[config.mk]
export PLATFORM = sky130hd
export DESIGN_NAME = srt_ctrl
export DESIGN_NICKNAME = d
export VERILOG_FILES = /design/src/hdl/srt_pkg.sv /design/src/hdl/srt_ctrl.sv
export SDC_FILE = /design/constraint.sdc
export NUM_CORES = 1
export LEC_CHECK = 0
export ABC_CLOCK_PERIOD_IN_PS = 3000
export BUFFER_PORTS_ARGS = -buffer_cell sky130_fd_sc_hd__buf_4
export CORE_AREA = 3 3 40 42
export CTS_CLUSTER_DIAMETER = 50
export DETAILED_ROUTE_END_ITERATION = 7
export DIE_AREA = 0 0 43 45
export GPL_TIMING_DRIVEN = 0
export PLACE_DENSITY = 0.38
export SLEW_MARGIN = 10
export SYNTH_ARGS = -nofsm -noshare
export SYNTH_HDL_FRONTEND = slang
export SYNTH_SLANG_ARGS = --single-unit
[constraint.sdc]
create_clock -name i_clk -period 3 [get_ports i_clk]
set_clock_uncertainty 0.1 [all_clocks]
set_input_delay 0.45 -clock i_clk [delete_from_list [all_inputs] [get_ports i_clk]]
set_output_delay 0.45 -clock i_clk [all_outputs]
set_load 0.03 [all_outputs]
[src/hdl/srt_pkg.sv]
`timescale 1ns / 1ps

package srt_pkg;

    localparam int OP_W      = 1;
    localparam int PID_W     = 32;
    localparam int LEN_W     = 14;
    localparam int FW_W      = 32;
    localparam int STATUS_W  = 4;
    localparam int RID_W     = 12;
    localparam int OFF_W     = 26;
    localparam int MISS_W    = 12;
    localparam int TOTAL_W   = 22;
    localparam int BIT_W     = 5;
    localparam int WORD_BITS = 32;

    localparam logic [PID_W-1:0]   ID_CONNECT = '0;
    localparam logic [PID_W-1:0]   ID_CLOSE   = '1;
    localparam logic [TOTAL_W-1:0] BUF_RESET  = TOTAL_W'(2097152);

    localparam logic [OP_W-1:0] OP_HEADER = 1'b0;
    localparam logic [OP_W-1:0] OP_SCAN   = 1'b1;

    localparam logic [STATUS_W-1:0] RS_CONNECTED = 4'd0;
    localparam logic [STATUS_W-1:0] RS_ACCEPTED  = 4'd1;
    localparam logic [STATUS_W-1:0] RS_DUPLICATE = 4'd2;
    localparam logic [STATUS_W-1:0] RS_CLOSED    = 4'd3;
    localparam logic [STATUS_W-1:0] RS_RANGE     = 4'd4;
    localparam logic [STATUS_W-1:0] RS_NOCONN    = 4'd5;
    localparam logic [STATUS_W-1:0] RS_OVERFLOW  = 4'd6;
    localparam logic [STATUS_W-1:0] RS_RESEND    = 4'd7;
    localparam logic [STATUS_W-1:0] RS_ALLDONE   = 4'd8;
    localparam logic [STATUS_W-1:0] RS_MISSING   = 4'd9;

    typedef struct packed {
        logic capture;
        logic look;
        logic check;
        logic scan;
        logic load;
    } t_cmd;

    typedef struct packed {
        logic look_done;
        logic look_scan;
        logic scan_done;
        logic out_free;
    } t_stat;

endpackage

[src/hdl/srt_ctrl.sv]
`timescale 1ns / 1ps

module srt_ctrl import srt_pkg::*; (
    input  logic  i_clk,
    input  logic  i_rst_n,
    input  logic  i_in_valid,
    input  t_stat i_stat,
    output logic  o_in_ready,
    output t_cmd  o_cmd
);

    localparam logic [2:0] S_IDLE  = 3'd0;
    localparam logic [2:0] S_LOOK  = 3'd1;
    localparam logic [2:0] S_CHECK = 3'd2;
    localparam logic [2:0] S_SCAN  = 3'd3;
    localparam logic [2:0] S_DONE  = 3'd4;

    logic [2:0] r_state;
    logic [2:0] n_state;
    logic       accept;

    assign o_in_ready = (r_state == S_IDLE);
    assign accept     = i_in_valid && o_in_ready;

    always_comb begin
        n_state = r_state;
        case (r_state)
            S_IDLE: begin
                if (accept) begin
                    n_state = S_LOOK;
                end
            end
            S_LOOK: begin
                if (i_stat.look_done) begin
                    n_state = S_DONE;
                end else if (i_stat.look_scan) begin
                    n_state = S_SCAN;
                end else begin
                    n_state = S_CHECK;
                end
            end
            S_CHECK: begin
                n_state = S_DONE;
            end
            S_SCAN: begin
                if (i_stat.scan_done) begin
                    n_state = S_DONE;
                end
            end
            S_DONE: begin
                if (i_stat.out_free) begin
                    n_state = S_IDLE;
                end
            end
            default: begin
                n_state = S_IDLE;
            end
        endcase
    end

    always_comb begin
        o_cmd.capture = accept;
        o_cmd.look    = (r_state == S_LOOK);
        o_cmd.check   = (r_state == S_CHECK);
        o_cmd.scan    = (r_state == S_SCAN);
        o_cmd.load    = (r_state == S_DONE) && i_stat.out_free;
    end

    always_ff @(posedge i_clk) begin
        if (!i_rst_n) begin
            r_state <= S_IDLE;
        end else begin
            r_state <= n_state;
        end
    end

endmodule

After elaboration in Yosys (flattened, before gate mapping)
Cells that the tools add are included.
{ "totals": {"register_bits": 3, "output_inout_bits": 6, "elab_cells": 18} }
{ "classes": {"n_eq_ne": 7, "n_mux": 6, "n_reduce_logical": 4} }
{ "op_table": {"columns": ["cell", "count"], "rows": [
  ["case mux 3 bit (5 select lines)", 1],
  ["two-way mux 3 bit", 4],
  ["equality test 3 x 2 -> 1 bit (second input constant)", 2],
  ["!= test 2 bit (second input constant)", 2],
  ["equality test 3 x 1 -> 1 bit (second input constant)", 1],
  ["equality test 3 bit (second input constant)", 1],
  ["zero test 3 bit", 1],
  ["AND reduction 3 bit", 1],
  ["logical AND 1 bit", 2],
  ["!= test 2 x 1 -> 1 bit (second input constant)", 1],
  ["two-way mux 1 bit", 1]
]} }

Longest topological paths before layout
{ "depth": {"word_depth": 4, "ltp_mapped": 4, "mapped_depth_nobuf": 3} }

Worst setup path before layout
Ideal clock, no wire load.
{ "synth_path": {"path_kind": "register -> output", "start": "register r_state[1]", "end": "output port o_cmd[4] (netlist name)", "stages_incl_launch_ff": 5, "arrival_time_ns": 1.288, "required_ns": 2.450, "setup_slack_ns": 1.162, "path_cell_list": "dfxtp_1 buf_2 nor3_2 and2_1 buf_4"} }
{ "synth_via": {"elab_chain_cells": 2} }
{ "synth_lines": {"columns": ["item", "line_no", "rtl"], "rows": [
  ["from (decl)", "srt_ctrl.sv:18", "logic [2:0] r_state;"],
  ["from (signal assigned)", "srt_ctrl.sv:73", "r_state <= n_state;"],
  ["zero test 3 bit", "srt_ctrl.sv:22", "assign o_in_ready = (r_state == S_IDLE);"],
  ["named net o_in_ready", "srt_ctrl.sv:8", "output logic o_in_ready,"],
  ["logical AND 1 bit", "srt_ctrl.sv:23", "assign accept = i_in_valid && o_in_ready;"],
  ["to (decl)", "srt_ctrl.sv:9", "output t_cmd o_cmd"]
]} }
The timed path passes the listed nets, and every way through them passes these cells.

Worst setup path after layout
{ "layout_path": {"start": "register r_state[1]", "end": "output port o_cmd[4] (netlist name)"} }
{ "layout_via": {"elab_chain_cells": 2} }
{ "layout_lines": {"columns": ["item", "line_no"], "rows": [
  ["zero test 3 bit", "srt_ctrl.sv:22"],
  ["logical AND 1 bit", "srt_ctrl.sv:23"]
]} }
No other way between the ends.

==> reports/results.md <==
| Step | Parameter | Reported |
|:---|:---|:---|
| critical path | Worst path arrival time | 1.31 ns |
| finish | Fill cells | 150 |
| logic synthesis | Syn avg cell area | 8.20 µm² |
| critical path | Critical Path End | o_cmd[4] |
| logic synthesis | Count of different cell masters after synthesis | 21 |
| sta | Final setup violation count | 0 |
| finish | Seq. cell area | 60.1 µm² |
| logic synthesis | Cell count after synthesis | 29 |
| grt | Total congestion overflow after global routing | 0 |
| sta | Total negative slack for setup checks | 0 ns |
| clocking | Number of hold-repair buffers added at the cts stage | 0 |
| power | Switching Fraction | 0.310 |
| critical path | Req. time, crit path | 2.45 ns |
| finish | Area overhead of the layout relative to synthesis | 56.8% |
| sta | Shortest period the worst path allows | 1.86 ns |
| detailed routing | Count of vias placed by the detailed router | 265 |
| clocking | Insertion delay to the later sink of the worst-skew pair | 0.23 ns |
| logic synthesis | Fraction of post-synthesis cell area in the top cell type by area | 0.253 |
| status | Result of the run | finished clean |
| critical path | Type of origin of the critical path | flip-flop |
| critical path | Critical path class | flip-flop to output pin |
| hold path | Path category of the worst min-delay check | input pin to flip-flop |
| power | Pwr dens | 469 nW/µm² |
| finish | Antenna Cells | 0 |
| critical path | Beginning of the critical path | r_state[1] |
| grt | Largest net degree at the start of global routing | 11 |
| logic synthesis | Sequential area share after synthesis | 0.253 |
| sta | Final hold violation count | 0 |
| die | Total Die Area | 1940 µm² |
| detailed routing | Post-route DRC | 0 |
| logic synthesis | Netlist Area Pre-Place | 238 µm² |
| power | Net Sw Power | 0.0543 mW |
| sta | Highest clock rate | 537 MHz |
| detailed routing | Pre-Repair DR Iteration Count | 4 |
| placed design | Final estimated routing congestion in global placement | 0.756 |
| job | Max-cap violations | 0 |
| critical path | Worst setup slack for register-to-register paths | 1.85 ns |
| detailed routing | Post-detailed-route count of antenna-violating nets | 0 |
| power | Worst vdd rail ir drop | 0.000143 V |
| grt | Total Routing Usage GR | 0.0748 |
| placed design | Buffers on Ports | 12 |
| logic synthesis | Largest area contributor in the synthesized netlist | dfxtp_1 |
| clocking | Post CTS Setup Buffer Count | 0 |
| logic synthesis | Cell types with the largest area share after synthesis | dfxtp_1 (25%), a2111oi_2 (6.3%), buf_4 (6.3%) |
| finish | Total area of multi-input combinational cells | 135 µm² |
| grt | Vias in the first global route | 207 |
| clocking | Number of H-tree branching levels | 1 |
| die | Die width | 43 µm |
| logic synthesis | Syn_nets | 36 |
| power | Comb pwr share | 0.346 |
| detailed routing | Final wirelength | 597 µm |
| sta | Remaining max-slew budget at the tightest pin | 0.804 |
| critical path | Reg2Reg Depth | 4 |
| detailed routing | Average detailed-routed wire length per instance | 9.95 µm |
| critical path | Maximum fanout along the worst path | 10 |
| finish | Final layout net count | 53 |
| power | Flop pwr share | 0.252 |
| sta | Portion of the clock cycle consumed by the worst path in the final layout | 0.621 |
| clocking | Clock Sinks | 3 |
| finish | Share of layout cells above drive strength 1 | 0.489 |
| clocking | Clock transition at the registers of the reported paths | 0.03 ns |
| power | Reported leakage power | 0.165 nW |
| clocking | Clock tree from TritonCTS | yes |
| critical path | FF-to-FF Start | r_state[1] |
| sta | Slew at the pin with the worst max-slew slack | 0.291 ns |
| clocking | CTS-repair resized insts | 0 |
| die | Number of placement rows | 13 |
| power | Fraction of power consumed by the clock network | 0.401 |
| finish | Max FFs per register | 3 |
| power | Cell internal pwr | 0.121 mW |
| sta | RSZ-0062 raised after global routing | false |
| detailed routing | Vias per inst | 4.42 |
| finish | Layout Utilization | 0.290 |
| clocking | CTS buffer count | 3 |
| grt | Global-route wire length before repair | 931 µm |
| clocking | Max Root-Sink Buffers | 2 |
| logic synthesis | Ys Warns | 0 |
| logic synthesis | Flops & latches, synth | 3 |
| die | Core area | 1280 µm² |
| placed design | Estimated wirelength of the detail-placed design | 455 µm |
| detailed routing | Drt initial violations | 8 |
| sta | Hold Worst Slack | 0.396 ns |
| die | Initial Utilization | 0.185 |
| critical path | Type of destination of the critical path | output pin |
| die | Vertical die dimension | 45 µm |
| clocking | Root buffer cell | clkbuf_4 |
| grt | Initial antenna violation count | 0 |
| sta | Max-slew violation count | 0 |
| hold path | Depth of the worst hold-timing path | 3 |
| critical path | Critical register-to-register path endpoint | r_state[2] |
| finish | Biggest register | r_state |
| die | Count of boundary I/O pins | 13 |
| finish | Biggest regs | r_state x3 |
[cells in the mapped netlist]
master	n
nor3b_1	2
nor2b_4	1
nand3b_1	1
nor4_1	1
nor4b_1	1
nand2_1	2
o21ai_0	1
buf_6	1
buf_2	1
a2111oi_2	1
buf_4	2
inv_1	3
and2_1	1
nor2_1	1
dfxtp_1	3
a311oi_1	1
nand2b_1	1
nor3_2	1
a31oi_1	1
a21oi_1	1
nor3_1	2
[worst max-delay path: stages, from the launching register on]
cell and delay, ns:
dfxtp_1 0.31, buf_2 0.18, nor3_2 0.21, and2_1 0.14, buf_4 0.09, buf_4 0.14
[metal layers]
layer | up-vias | wire length (µm) | GRT usage
met5 | - | 0 | 0
met4 | 0 | 31 | 0.0904
met3 | 4 | 63 | 0.0518
met2 | 12 | 256 | 0.0838
met1 | 115 | 246 | 0.0815
li1 | 134 | - | -
[layout make-up]
| cell class | instances | share of cell area |
|---|---|---|
| inverter | 3 | 0.0302 |
| multi-input combinational | 19 | 0.362 |
| tap | 15 | 0.0503 |
| sequential | 3 | 0.161 |
| buffer | 4 | 0.0839 |
| clock buffer | 4 | 0.0705 |
| timing repair buffer | 12 | 0.242 |
[worst min-delay path by stage]
stage                     from    endpoint  slack, ns
CTS                    i_rst_n  r_state[2]       0.39
finish                 i_rst_n  r_state[2]       0.40
global route           i_rst_n  r_state[2]       0.40
floorplan           r_state[2]  r_state[0]       0.43
detailed placement  r_state[2]  r_state[0]       0.47
global placement    r_state[2]  r_state[0]       0.46
[cell families after synthesis]
kind of cell           after synthesis  synth area share
buffers and inverters                7             0.179
AND/OR/NAND/NOR                     14             0.400
AO/OA/AOI/OAI                        5             0.168
flip-flops                           3             0.253
[cells in the final DEF (no fill, tap or decap)]
cell and instances:
clkbuf_4 3, a31oi_1 1, a311oi_1 1, nor2_1 1, nand3b_1 1, nor3b_1 2, nor2b_4 1, clkbuf_1 1
buf_2 1, buf_4 14, a2111oi_2 1, nor4_1 1, and2_1 1, dfxtp_1 3, o21ai_0 1, nand2b_1 1
nor3_1 2, inv_1 3, nand2_1 2, nor4b_1 1, buf_6 1, a21oi_1 1, nor3_2 1
[power groups by stage]
stage	Clock, mW	Sequential (mW)	Combinational [mW]
2_1_floorplan	0	0.0445	0.0411
3_3_place_gp	0	0.0447	0.0606
3_5_place_dp	0	0.0447	0.0611
4_1_cts	0.0740	0.0441	0.0612
5_1_grt	0.0775	0.0442	0.0656
6_report	0.0702	0.0441	0.0606
[metrics by stage]
stage                     area [µm²]  worst slack (ns)  std cells  power, mW
after floorplan                  238              1.16         29     0.0856
after global placement           347              1.39         56      0.105
after detailed placement         347              1.37         56      0.106
after CTS                        373              1.12         60      0.179
after global routing             373              1.05         60      0.187
final                            373              1.14         60      0.175
Note: power is estimated with default switching activity, not from simulation.
